<file path="config.mk">
export PLATFORM = sky130hd
export DESIGN_NAME = lzfd_parser
export DESIGN_NICKNAME = d
export VERILOG_FILES = /design/src/hdl/lzfd_pkg.sv /design/src/hdl/lzfd_parser.sv
export SDC_FILE = /design/constraint.sdc
export NUM_CORES = 1
export LEC_CHECK = 0
export BUFFER_PORTS_ARGS = -buffer_cell sky130_fd_sc_hd__buf_4
export CAP_MARGIN = 20
export CORE_MARGIN = 1
export CORE_UTILIZATION = 35
export CTS_BUF_LIST = sky130_fd_sc_hd__clkbuf_16
export CTS_CLUSTER_DIAMETER = 50
export DETAILED_ROUTE_END_ITERATION = 12
export GPL_TIMING_DRIVEN = 0
export PLACE_DENSITY = 0.49
export SLEW_MARGIN = 20
export SYNTH_ARGS = -nofsm -noshare
export SYNTH_HDL_FRONTEND = slang
export SYNTH_SLANG_ARGS = --single-unit
</file>
<file path="constraint.sdc">
create_clock -name clk -period 11.1 [get_ports clk]
set_input_delay 1.11 -clock clk [delete_from_list [all_inputs] [get_ports clk]]
set_output_delay 1.11 -clock clk [all_outputs]
set_load 0.005 [all_outputs]
</file>
<file path="src/hdl/lzfd_pkg.sv">
`default_nettype none

package lzfd_pkg;

  // History window and the counters that walk it.
  localparam int unsigned WINDOW_DEPTH = 8192;
  localparam int unsigned ADDR_W       = $clog2(WINDOW_DEPTH);
  localparam int unsigned PROD_W       = ADDR_W + 1;

  // Output packing.
  localparam int unsigned PACK_BYTES   = 8;
  localparam int unsigned FILL_W       = $clog2(PACK_BYTES + 1);
  localparam int unsigned PACK_IDX_W   = (PACK_BYTES > 1) ? $clog2(PACK_BYTES) : 1;

  // Token fields.
  localparam int unsigned LEN_W        = 9;   // count + 2, up to 257
  localparam int unsigned DIST_W       = 14;  // copy distance, up to 8192
  localparam logic [DIST_W-1:0] LONG_BASE  = 14'h2000;
  localparam logic [DIST_W-1:0] SHORT_BASE = 14'h0100;
  localparam logic [2:0]        TOKEN_COUNT_MASK = 3'd7;
  localparam logic [4:0]        FLAG_WORD_BITS   = 5'd16;

  typedef enum logic [3:0] {
    PH_TOP,
    PH_SECOND,
    PH_C1,
    PH_C2,
    PH_LIT,
    PH_TOK_LO,
    PH_TOK_HI,
    PH_CNT,
    PH_SOFF
  } phase_t;

  typedef enum logic [1:0] {
    ST_DATA = 2'd0,
    ST_END  = 2'd1,
    ST_FAR  = 2'd2
  } status_t;

  typedef enum logic [2:0] {
    CMD_NONE,
    CMD_RESTART,
    CMD_LIT,
    CMD_COPY,
    CMD_END
  } cmd_op_t;

  typedef enum logic [1:0] {
    ENG_IDLE,
    ENG_COPY,
    ENG_EMIT
  } eng_state_t;

  typedef struct packed {
    logic       kind;
    logic [7:0] in_byte;
  } item_t;

  typedef struct packed {
    logic [63:0] out_bytes;
    logic [3:0]  byte_count;
    logic        run_last;
    status_t     status;
  } result_t;

  // Work handed from the token parser to the copy engine.
  typedef struct packed {
    cmd_op_t           op;
    logic [7:0]        data;
    logic [7:0]        count;
    logic [DIST_W-1:0] distance;
  } cmd_t;

  typedef struct packed {
    phase_t      phase;
    logic [15:0] word;
    logic [4:0]  left;
    logic [7:0]  count;
  } adv_t;

  // Consumes flag bits until a byte is needed or the flag word runs dry.
  // At most four bits go in one call.
  function automatic adv_t flag_advance(phase_t ph_in, logic [15:0] word_in,
                                        logic [4:0] left_in, logic [7:0] count_in);
    adv_t a;
    logic bitv;
    a.phase = ph_in;
    a.word  = word_in;
    a.left  = left_in;
    a.count = count_in;
    for (int i = 0; i < 4; i++) begin
      if (a.left != 5'd0 && (a.phase inside {PH_TOP, PH_SECOND, PH_C1, PH_C2})) begin
        bitv   = a.word[0];
        a.word = a.word >> 1;
        a.left = a.left - 5'd1;
        case (a.phase)
          PH_TOP:    a.phase = bitv ? PH_LIT : PH_SECOND;
          PH_SECOND: a.phase = bitv ? PH_TOK_LO : PH_C1;
          PH_C1: begin
            a.count = {6'b0, bitv, 1'b0};
            a.phase = PH_C2;
          end
          default: begin
            a.count = a.count | {7'b0, bitv};
            a.phase = PH_SOFF;
          end
        endcase
      end
    end
    return a;
  endfunction

endpackage

`default_nettype wire

</file>
<file path="src/hdl/lzfd_parser.sv">
`default_nettype none

module lzfd_parser
  import lzfd_pkg::*;
(
  input  wire logic  clk,
  input  wire logic  rst,
  input  wire logic  item_valid,
  input  wire item_t item,
  input  wire logic  cmd_ready,
  output cmd_t       cmd
);

  phase_t            phase, phase_next;
  logic [15:0]       flag_word, flag_word_next;
  logic [4:0]        bits_left, bits_left_next;
  logic              flag_half, flag_half_next;
  logic [7:0]        token_low, token_low_next;
  logic [7:0]        match_count, match_count_next;
  logic [DIST_W-1:0] match_offset, match_offset_next;

  logic [7:0]        b;
  logic [15:0]       tok;
  logic [DIST_W-1:0] long_dist;
  logic [DIST_W-1:0] short_dist;
  adv_t              adv;

  assign b          = item.in_byte;
  assign tok        = {b, token_low};
  assign long_dist  = LONG_BASE - {1'b0, tok[15:3]};
  assign short_dist = SHORT_BASE - {6'b0, b};

  always_comb begin
    phase_t      ph;
    logic [15:0] fw;
    logic [4:0]  lf;
    logic [7:0]  cn;
    ph = phase;
    fw = flag_word;
    lf = bits_left;
    cn = match_count;
    flag_half_next    = flag_half;
    token_low_next    = token_low;
    match_offset_next = match_offset;
    cmd.op       = CMD_NONE;
    cmd.data     = b;
    cmd.count    = match_count;
    cmd.distance = match_offset;

    if (item.kind) begin
      cmd.op            = CMD_RESTART;
      ph                = PH_TOP;
      fw                = '0;
      lf                = '0;
      cn                = '0;
      flag_half_next    = 1'b0;
      token_low_next    = '0;
      match_offset_next = '0;
    end else begin
      case (phase)
        PH_TOP, PH_SECOND, PH_C1, PH_C2: begin
          if (!flag_half) begin
            fw             = {8'h00, b};
            flag_half_next = 1'b1;
          end else begin
            fw             = {b, flag_word[7:0]};
            flag_half_next = 1'b0;
            lf             = FLAG_WORD_BITS;
          end
        end
        PH_LIT: begin
          cmd.op = CMD_LIT;
          ph     = PH_TOP;
        end
        PH_TOK_LO: begin
          token_low_next = b;
          ph             = PH_TOK_HI;
        end
        PH_TOK_HI: begin
          cn                = {5'b0, tok[2:0] & TOKEN_COUNT_MASK};
          match_offset_next = long_dist;
          cmd.distance      = long_dist;
          cmd.count         = cn;
          if (cn == 8'd0) begin
            ph = PH_CNT;
          end else begin
            cmd.op = CMD_COPY;
            ph     = PH_TOP;
          end
        end
        PH_CNT: begin
          cn        = b;
          cmd.count = b;
          cmd.op    = (b == 8'd0) ? CMD_END : CMD_COPY;
          ph        = PH_TOP;
        end
        PH_SOFF: begin
          match_offset_next = short_dist;
          cmd.distance      = short_dist;
          cmd.op            = CMD_COPY;
          ph                = PH_TOP;
        end
        default: ph = PH_TOP;
      endcase
    end

    adv              = flag_advance(ph, fw, lf, cn);
    phase_next       = adv.phase;
    flag_word_next   = adv.word;
    bits_left_next   = adv.left;
    match_count_next = adv.count;
  end

  always_ff @(posedge clk) begin
    if (rst) begin
      phase        <= PH_TOP;
      flag_word    <= '0;
      bits_left    <= '0;
      flag_half    <= 1'b0;
      token_low    <= '0;
      match_count  <= '0;
      match_offset <= '0;
    end else if (item_valid && cmd_ready) begin
      phase        <= phase_next;
      flag_word    <= flag_word_next;
      bits_left    <= bits_left_next;
      flag_half    <= flag_half_next;
      token_low    <= token_low_next;
      match_count  <= match_count_next;
      match_offset <= match_offset_next;
    end
  end

endmodule

`default_nettype wire

</file>
==> results.md, run 1 <==
- Core area: between 15000 and 20000 um^2
- WP data arrival: between 8 and 9 ns
- Worst setup path category: primary input to flip-flop
- Seq cells post-synth: 56
- Worst EP required: 11.27 ns
- GP Congestion: 0.889
- Clk_skew: 0.00764 ns
- Inserted Diodes: 0
- Async S/R FF share, synth: 0
- Reg clk slew, reported paths: approximately 0.08 ns
- Worst path slowest cell: clkbuf_1
- Adder-cell area share of the yosys netlist: 0.0136
- DR pass1 iterations: 6
- Critical Path Max Stage Delay: just under 0.6 ns
- Max Transition Viols Final: 0
- Cell taking the most area after synthesis: dfxtp_1
- Worst setup SP type: primary input
- CTS Root Cell: clkbuf_16
- Worst skew pair latency: 0.30 ns
- R2R Path Start: flag_half$_SDFFE_PP0P_
- Count of cell types in the netlist: 86
- Area grow syn2layout: 13.6%
- Top-area cell type share of the netlist area: 0.203
- Worst setup startpoint: item[8]
- CTS H-tree depth: 2
- Final Setup Violations: 0
- CTS tree: yes
- Mapped Area: 5530 um^2
- Maxcap violations: 0
- Area of the multi-input gates: ~4000 um^2
- Synth Area in Simple Gates: 0.257
- Setup crit end kind: flip-flop
- Routed WL per cell: about 20 um
- Crit path time final: 8.31 ns
- Vias per inst: about 5.9
- Tot Pwr: between 1.5 and 2 mW
- Share of cells above drive strength 1: 0.155
- First-pass GRT wire length: 31500 um
- Synth Area in XOR/XNOR: 0.0396
- Mean Syn Cell Area: 7.29 um^2
- DRT iter0 DRCs: ~550
- DRC viols: 0
- Worst VDD drop: 0.000132 V
- Most common library cells after synthesis: nand2_1 (87), nor2_1 (65), o21ai_0 (57)
- Worst-margin pin slew: roughly 0.9 ns
- TNS Setup: 0 ns
- Count of cells along the worst register-to-register path: 25
- Largest family of logic cells by synthesized area: compound AO/OA/AOI/OAI gates
- HPWL Detailed: between 15000 and 20000 um
- Post-CTS Setup Inserts: 0
- RSZ-0062 raised after global routing: false
- Clk sinks: 56
- Total CTS buffers: 5
- Post-synth EDFFs: 0
- Initial Util: 0.361
- Die Y: roughly 130 um
- Total wire length: 20100 um
- Total GRT Usage: 0.249
- Hold Buf Count CTS: 0
- Reg area: 1120 um^2
- Mux cell area share after synthesis: 0.151
- Reg-to-Reg End: match_count[6]$_SDFFE_PP0P_
- Nets: 825
- Seq/Total Area, Yosys: 0.203
- Synthesized netlist cell count: 758
- FMAX: 120 MHz
- Via Count: around 6000
- Leak: 2.49 nW
- Final-layout fill cell count: 1682
- Worst hold path startpoint: match_count[7]$_SDFFE_PP0P_
- Die Wd: 128 um
- Post-CTS Resized: 0
- Slew headroom: 0.380
- Yosys warnings: 0
- Post-detailed-route count of antenna-violating nets: 0
- CP dominant cell by count: ha_1
- Clk buf depth: 2
- Status: finished clean
- Hold EP: match_count[7]$_SDFFE_PP0P_
- Most common cell in the netlist: nand2_1
- Die area: 16300 um^2
- Syn nets: 777
- Pwr dens: 249 nW/um^2
- Synth Area in Compound Gates: 0.262
- Rows: 45
- PortBufs: 41
- Top cells by area, synth: dfxtp_1 (20%), mux2i_1 (8.9%), nand2_1 (5.9%)
- Hold Crit Depth: 2
- R2r setup slk: 3.44 ns
- Hold Path Class: flip-flop to flip-flop
- Pin count of the biggest net entering global routing: 19
- Fin. Hold Viols: 0
- Crit path max fanout: 10
- Ys flop type: dfxtp_1
- Period utilization: 0.749
- I/O pin total: 46
- Vias in the first global route: approximately 5800
- Initial antenna violation count: 0
- GR Overflow Total: 0
-- worst max-delay path: cells and delay by family --
family / cells / cell delay [ns]
compound gates: 8 / 2.36
buf+inv: 5 / 1.62
fa+ha+maj: 4 / 1.01
simple gates: 7 / 1.55
mux: 2 / 0.79
-- metal layers --
metal	wire [um]	GRT usage	share of wire	vias to the layer above
li1	-	-	-	2874
met1	9140	0.336	0.46	2892
met2	9250	0.410	0.46	208
met3	1030	0.0255	0.051	36
met4	658	0.0920	0.033	0
met5	0	0	0	-
-- state kept, by name, summed over array words and instances, names as in the netlist --
register      count
flag_word        16
match_offset     14
token_low         8
phase             4
match_count       8
bits_left         5
flag_half         1
-- cells by family after synthesis --
group	after synthesis
AOI/OAI and AO/OA	221
xor gates and xnor gates	25
adders and majority gates	6
buffers and inverters	92
DFF	56
muxes	77
and+or+nand+nor	281
-- final cells by class --
type | instances | share of cell area
plain buffers | 67 | 0.0510
clock inverters | 3 | 0.00738
well taps | 211 | 0.0421
repair buffers | 41 | 0.0490
clock buffers | 5 | 0.0199
inverters | 25 | 0.0150
flip-flops and latches | 56 | 0.179
multi-input cells | 610 | 0.637
-- how the worst max path moves through the flow --
stage,end,slack (ns),cells past startpoint
after floorplan,phase[0]$_SDFFE_PP0P_,4.19,26
after CTS,match_count[5]$_SDFFE_PP0P_,2.92,26
after global placement,match_count[7]$_SDFFE_PP0P_,2.69,26
after global routing,match_count[5]$_SDFFE_PP0P_,2.39,26
after detailed placement,match_count[5]$_SDFFE_PP0P_,2.61,26
final,match_count[6]$_SDFFE_PP0P_,2.79,26
-- where the power goes --
group          total (mW)  switching [mW]  internal [mW]
Clock               0.189          0.0814          0.108
Combinational        1.14           0.697          0.446
Sequential          0.232          0.0118          0.220
-- stage by stage --
step           instances  setup slack, ns  instance area, um^2  utilization  hold slack [ns]
2_1_floorplan        758             4.19                 5530            -            0.430
3_3_place_gp        1010             2.69                 6100        0.398            0.447
3_5_place_dp        1010             2.61                 6100        0.399            0.451
4_1_cts             1018             2.92                 6280        0.410            0.465
5_1_grt             1018             2.39                 6280        0.410            0.498
6_report            1018             2.79                 6280        0.410            0.464
-- cell usage in the layout, fill, tap and decap left out, types with 13 or more instances in the layout --
cell / Yosys / final
mux2_2: 22 / 22
xnor2_1: 20 / 20
o21ai_0: 57 / 57
a22oi_1: 19 / 19
nand3_1: 44 / 44
nand2_1: 87 / 87
buf_4: 8 / 49
nor3_1: 16 / 16
mux2i_1: 49 / 49
clkbuf_1: 40 / 40
dfxtp_1: 56 / 56
inv_1: 25 / 25
a21oi_1: 53 / 53
nor2_1: 65 / 65
buf_2: 13 / 13
Power figures use the tool's default switching activity.
==> run 2, diff against run 1 <==
Clock period 11.1 ns to 8.24 ns, I/O delays scaled along.
==> run 2 against run 1 <==
- global-route usage is the same
- critical path depth unchanged
- register-to-register slack got worse by 2.9 ns
- critical endpoint unchanged
==> results.md, run 2 (synthesis gave the netlist of run 1 again) <==
- Status: finished clean
- Inserted Diodes: 0
- Total CTS buffers: 5
- Count of cells along the worst register-to-register path: 25
- Crit path max fanout: 10
- PortBufs: 41
- Total GRT Usage: 0.249
- Worst setup SP type: primary input
- DR pass1 iterations: 5
- Hold Buf Count CTS: 0
- Hold Path Class: flip-flop to flip-flop
- Placed Instances: 1010
- CTS Root Cell: clkbuf_16
- Non-Filler Instances: around 1000
- Period utilization: 0.941
- Fin. Hold Viols: 0
- Hold EP: match_count[7]$_SDFFE_PP0P_
- WP data arrival: 7.92 ns
- Area grow syn2layout: 13.6%
- Initial antenna violation count: 0
- Routed WL per cell: around 20 um
- Post-CTS Resized: 0
- Slew headroom: 0.383
- Worst skew pair latency: approximately 0.30 ns
- Rows: 45
- Pwr dens: 336 nW/um^2
- Area of the multi-input gates: about 4000 um^2
- DRT iter0 DRCs: between 500 and 600
- Setup crit end kind: flip-flop
- Vias per inst: 5.89
- Commonest non-fill, non-tap cell in the layout: nand2_1
- GP Congestion: between 0.8 and 0.9
- Nets: 825
- Worst VDD drop: 0.000179 V
- Via Count: 5995
- Biggest regs: flag_word: 16 flops, match_offset: 14 flops
- Worst setup path category: primary input to flip-flop
- Vias in the first global route: 5759
- CTS H-tree depth: 2
- Hold Crit Depth: 2
- FMAX: about 130 MHz
- HPWL Detailed: 15700 um
- Max reg flops: 16
- Die area: approximately 16000 um^2
- Maxcap violations: 0
- Worst EP required: approximately 8.4 ns
- Post-detailed-route count of antenna-violating nets: 0
- GR Overflow Total: 0
- CTS tree: yes
- Clk buf depth: 2
- Leak: 2.49 nW
- Commonest cells after routing, fill and taps aside: nand2_1 (87), nor2_1 (65), o21ai_0 (57), dfxtp_1 (56), a21oi_1 (53)
- Final Setup Violations: 0
- First-pass GRT wire length: 31500 um
- Reg with most FFs: flag_word
- DRC viols: 0
- Final-layout fill cell count: 1682
- RSZ-0062 raised after global routing: false
- Clk_skew: 0.00706 ns
- Share of cells above drive strength 1: 0.156
- R2R Path Start: flag_half$_SDFFE_PP0P_
- Initial Util: 0.361
- Die Wd: approximately 130 um
- Core area: roughly 15000 um^2
- Total wire length: 20000 um
- Post-CTS Setup Inserts: 0
- Pin count of the biggest net entering global routing: 19
- Worst-margin pin slew: 0.912 ns
- Crit path time final: 7.75 ns
- Die Y: 128 um
- Max Transition Viols Final: 0
- Reg clk slew, reported paths: 0.08 ns
- Worst hold path startpoint: match_count[7]$_SDFFE_PP0P_
- Reg area: 1120 um^2
- I/O pin total: 46
- R2r setup slk: around 0.57 ns
- Reg-to-Reg End: match_count[6]$_SDFFE_PP0P_
- TNS Setup: 0 ns
- Clk sinks: 56
## run 2: power by group
| part | internal [mW] | switching [mW] |
|---|---|---|
| sequential | 0.297 | 0.0159 |
| combinational | 0.601 | 0.939 |
| clock | 0.145 | 0.110 |
| total | 1.04 | 1.07 |
## run 2: final cells by class
class / count / area share
sequential: 56 / 0.179
clock inverter: 3 / 0.00737
tap: 211 / 0.0421
multi-input combinational: 610 / 0.637
timing repair buffer: 41 / 0.0490
inverter: 25 / 0.0149
buffer: 67 / 0.0512
clock buffer: 5 / 0.0199
## run 2: how the worst max path moves through the flow
stage,cells past startpoint,from,slack (ns),to
4_1_cts,26,item[8],0.35,match_count[5]$_SDFFE_PP0P_
5_1_grt,26,item[8],0.10,match_count[5]$_SDFFE_PP0P_
6_report,26,item[8],0.49,match_count[6]$_SDFFE_PP0P_
3_5_place_dp,26,item[8],0.04,match_count[5]$_SDFFE_PP0P_
2_1_floorplan,26,item[8],1.61,phase[0]$_SDFFE_PP0P_
3_3_place_gp,26,item[8],0.12,match_count[7]$_SDFFE_PP0P_
## run 2: metrics by stage
stage                     total power, mW  hold WS, ns  worst slack (ns)  instance area, um^2  utilization
after floorplan                      1.48        0.430              1.61                 5530            -
after global placement               1.82        0.447             0.116                 6100        0.398
after detailed placement             1.84        0.451            0.0395                 6100        0.399
after CTS                            2.10        0.465             0.346                 6280        0.410
after global routing                 2.27        0.498             0.103                 6280        0.410
final                                2.11        0.466             0.490                 6280        0.410
## run 2: per-layer routing
layer  global-route usage  part of all wire
met5                    0                 0
met1                0.336              0.45
met2                0.410              0.46
met3               0.0255             0.055
met4               0.0920             0.033
## run 2: worst max-delay path, cell delays in order
cell	delay, ns
buf_2	0.20
clkbuf_2	0.34
nor2_1	0.13
nand2_1	0.13
ha_1	0.26
or4b_4	0.51
o21a_1	0.23
nand2_1	0.11
clkbuf_1	0.38
nor2_1	0.07
a31oi_1	0.23
ha_1	0.29
o21ai_0	0.25
or2_2	0.37
o21ai_1	0.36
mux2_2	0.40
ha_1	0.23
a311oi_1	0.35
buf_2	0.35
mux2_2	0.39
ha_1	0.23
and4_4	0.16
buf_6	0.12
o32a_1	0.43
a41oi_2	0.39
o22ai_1	0.15
==> run 3, diff against run 2 <==
--- a/config.mk
+++ b/config.mk
@@ -7,5 +7,5 @@
 export LEC_CHECK = 0
 export BUFFER_PORTS_ARGS = -buffer_cell sky130_fd_sc_hd__buf_4
-export CAP_MARGIN = 20
+export CAP_MARGIN = 25
 export CORE_MARGIN = 1
 export CORE_UTILIZATION = 35
==> constraint.sdc (replaced) <==
create_clock -name clk -period 8.24 [get_ports clk]
set_input_delay 1.236 -clock clk [delete_from_list [all_inputs] [get_ports clk]]
set_output_delay 1.236 -clock clk [all_outputs]
set_load 0.005 [all_outputs]
==> run 3 against run 2 <==
- maximum frequency shrank 0.95%
- clock skew increased by 0.00077 ns
- sequential share of layout area is essentially flat
- core utilization fell by 0.057 points
- setup slack got worse by 0.074 ns
- die area unchanged
- largest power group unchanged
- highest routed layer unchanged
==> results.md, run 3 (synthesis gave the netlist of run 1 again) <==
- DR pass1 iterations: 7
- Clk_skew: 0.00783 ns
- Die area: around 16000 um^2
- Rows: 45
- CTS tree: yes
- PortBufs: 41
- Critical Path Max Stage Delay: 0.51 ns
- Leak: 2.49 nW
- Final Setup Violations: 0
- Max reg flops: 16
- Biggest regs: flag_word: 16 flops, match_offset: 14 flops
- Placed Area: 6100 um^2
- Initial antenna violation count: 0
- Die Y: 128 um
- Dpl ws: -0.372 ns
- I/O pin total: 46
- Reg clk slew, reported paths: roughly 0.08 ns
- Final WS setup: 0.416 ns
- Slew headroom: 0.375
- Commonest cells after routing, fill and taps aside: nand2_1 (87), nor2_1 (65), o21ai_0 (57), dfxtp_1 (56), a21oi_1 (53)
- Die Wd: 128 um
- Status: finished clean
- TNS Setup: 0 ns
- First-pass GRT wire length: approximately 31000 um
- Worst skew pair latency: 0.30 ns
- Share of cells above drive strength 1: 0.155
- HPWL Detailed: 15700 um
- Core area: 15300 um^2
- Tot Pwr: roughly 2.1 mW
- Reg-to-Reg End: match_count[6]$_SDFFE_PP0P_
- Pin count of the biggest net entering global routing: 19
- Crit path max fanout: 18
- Post-CTS Resized: 0
- Area grow syn2layout: 13.4%
- Post-detailed-route count of antenna-violating nets: 0
- Routed WL per cell: 19.8 um
- Setup crit end kind: flip-flop
- CP Cell Sequence: buf_2 > nor2_1 > nand2_1 > ha_1 > or4b_4 > o21a_1 > nand2_1 > nor2_1 > a31oi_1 > ha_1 > o21ai_0 > or2_2 > o21ai_1 > mux2_2 > ha_1 > a311oi_1 > buf_2 > mux2_2 > ha_1 > and4_4 > buf_6 > o32a_1 > a41oi_2 > o22ai_1
- Clk buf depth: 2
- DRC viols: 0
- GP Congestion: 0.889
- Total CTS buffers: 5
- Inserted Diodes: 0
- Count of cells along the worst register-to-register path: 24
- Total GRT Usage: 0.249
- Final std cell area, no fill: between 6000 and 7000 um^2
- Vias in the first global route: between 5000 and 6000
- Hold Path Class: flip-flop to flip-flop
- Worst path slowest cell: or4b_4
- Worst-margin pin slew: 0.924 ns
- Crit path time final: between 7 and 8 ns
- Hold Crit Depth: 2
- Total wire length: 20100 um
- Worst hold path startpoint: match_count[7]$_SDFFE_PP0P_
- Worst VDD drop: 0.000177 V
- Maxcap violations: 0
- CTS H-tree depth: 2
- Worst hold slack: ~0.47 ns
- FMAX: approximately 130 MHz
- R2r setup slk: 0.76 ns
- Worst EP required: 8.41 ns
- Via Count: 6013
- Pwr dens: 336 nW/um^2
- CTS Root Cell: clkbuf_16
- Max Transition Viols Final: 0
- Commonest non-fill, non-tap cell in the layout: nand2_1
- Worst setup path category: primary input to flip-flop
- R2R Path Start: flag_half$_SDFFE_PP0P_
- Vias per inst: around 6
- Period utilization: 0.950
- Worst setup SP type: primary input
- Nets: 823
- Final-layout fill cell count: approximately 1700
- Reg with most FFs: flag_word
- Initial Util: 0.361
- GR Overflow Total: 0
- DRT iter0 DRCs: 599
- RSZ-0062 raised after global routing: false
- WP data arrival: 8.00 ns
- Fin. Hold Viols: 0
- Hold EP: match_count[7]$_SDFFE_PP0P_
- Clk sinks: 56
- CP dominant cell by count: ha_1
-- run 3: cell types whose count changed in the layout (fill, tap and decap cells not counted) --
cell,change
clkbuf_1,-1
clkbuf_2,-1
-- run 3: worst max-delay path by stage --
stage	start	to	slack, ns	depth (start not counted)
2_1_floorplan	item[8]	phase[0]$_SDFFE_PP0P_	1.20	26
3_3_place_gp	item[8]	match_count[7]$_SDFFE_PP0P_	-0.30	26
3_5_place_dp	item[8]	match_count[5]$_SDFFE_PP0P_	-0.37	26
5_1_grt	item[8]	match_count[5]$_SDFFE_PP0P_	0.02	24
4_1_cts	item[8]	match_count[5]$_SDFFE_PP0P_	0.36	25
6_report	item[8]	match_count[6]$_SDFFE_PP0P_	0.42	24
-- run 3: metrics by stage --
stage                     cells  utilization
after detailed placement   1010        0.399
after global placement     1010        0.398
after global routing       1016        0.409
final                      1016        0.409
after floorplan             758            -
after CTS                  1017        0.410
-- run 3: area by class of cell --
type	count	area, um^2	share of cell area
multi-input cells	610	4000	0.638
repair buffers	41	308	0.0491
plain buffers	65	313	0.0499
clock buffers	5	125	0.0200
well taps	211	264	0.0421
flip-flops and latches	56	1120	0.179
clock inverters	3	46.3	0.00739
inverters	25	93.8	0.0150
-- run 3: what timing repair did --
action	in CTS	in global routing
hold buffers	0	0
setup buffers	0	0
endpoints found under the setup margin	5	10
-- run 3: worst max-delay path, delay by kind of cell --
family | cells | cell delay [ns]
compound gates | 8 | 2.36
fa+ha+maj | 4 | 1.01
buf+inv | 3 | 0.83
mux | 2 | 0.79
simple gates | 7 | 1.73
-- run 3: where the power goes --
group	internal (mW)	switching [mW]	total [mW]
registers	0.297	0.0161	0.313
clock network	0.145	0.111	0.256
logic	0.600	0.938	1.54
total	1.04	1.07	2.11
-- run 3: metal layers --
metal  GRT usage  share of wire  vias to the layer above
met2       0.410           0.46                      240
met1       0.335           0.46                     2865
met4      0.0920          0.034                        0
li1            -              -                     2867
met5           0              0                        -
met3      0.0255          0.054                       41
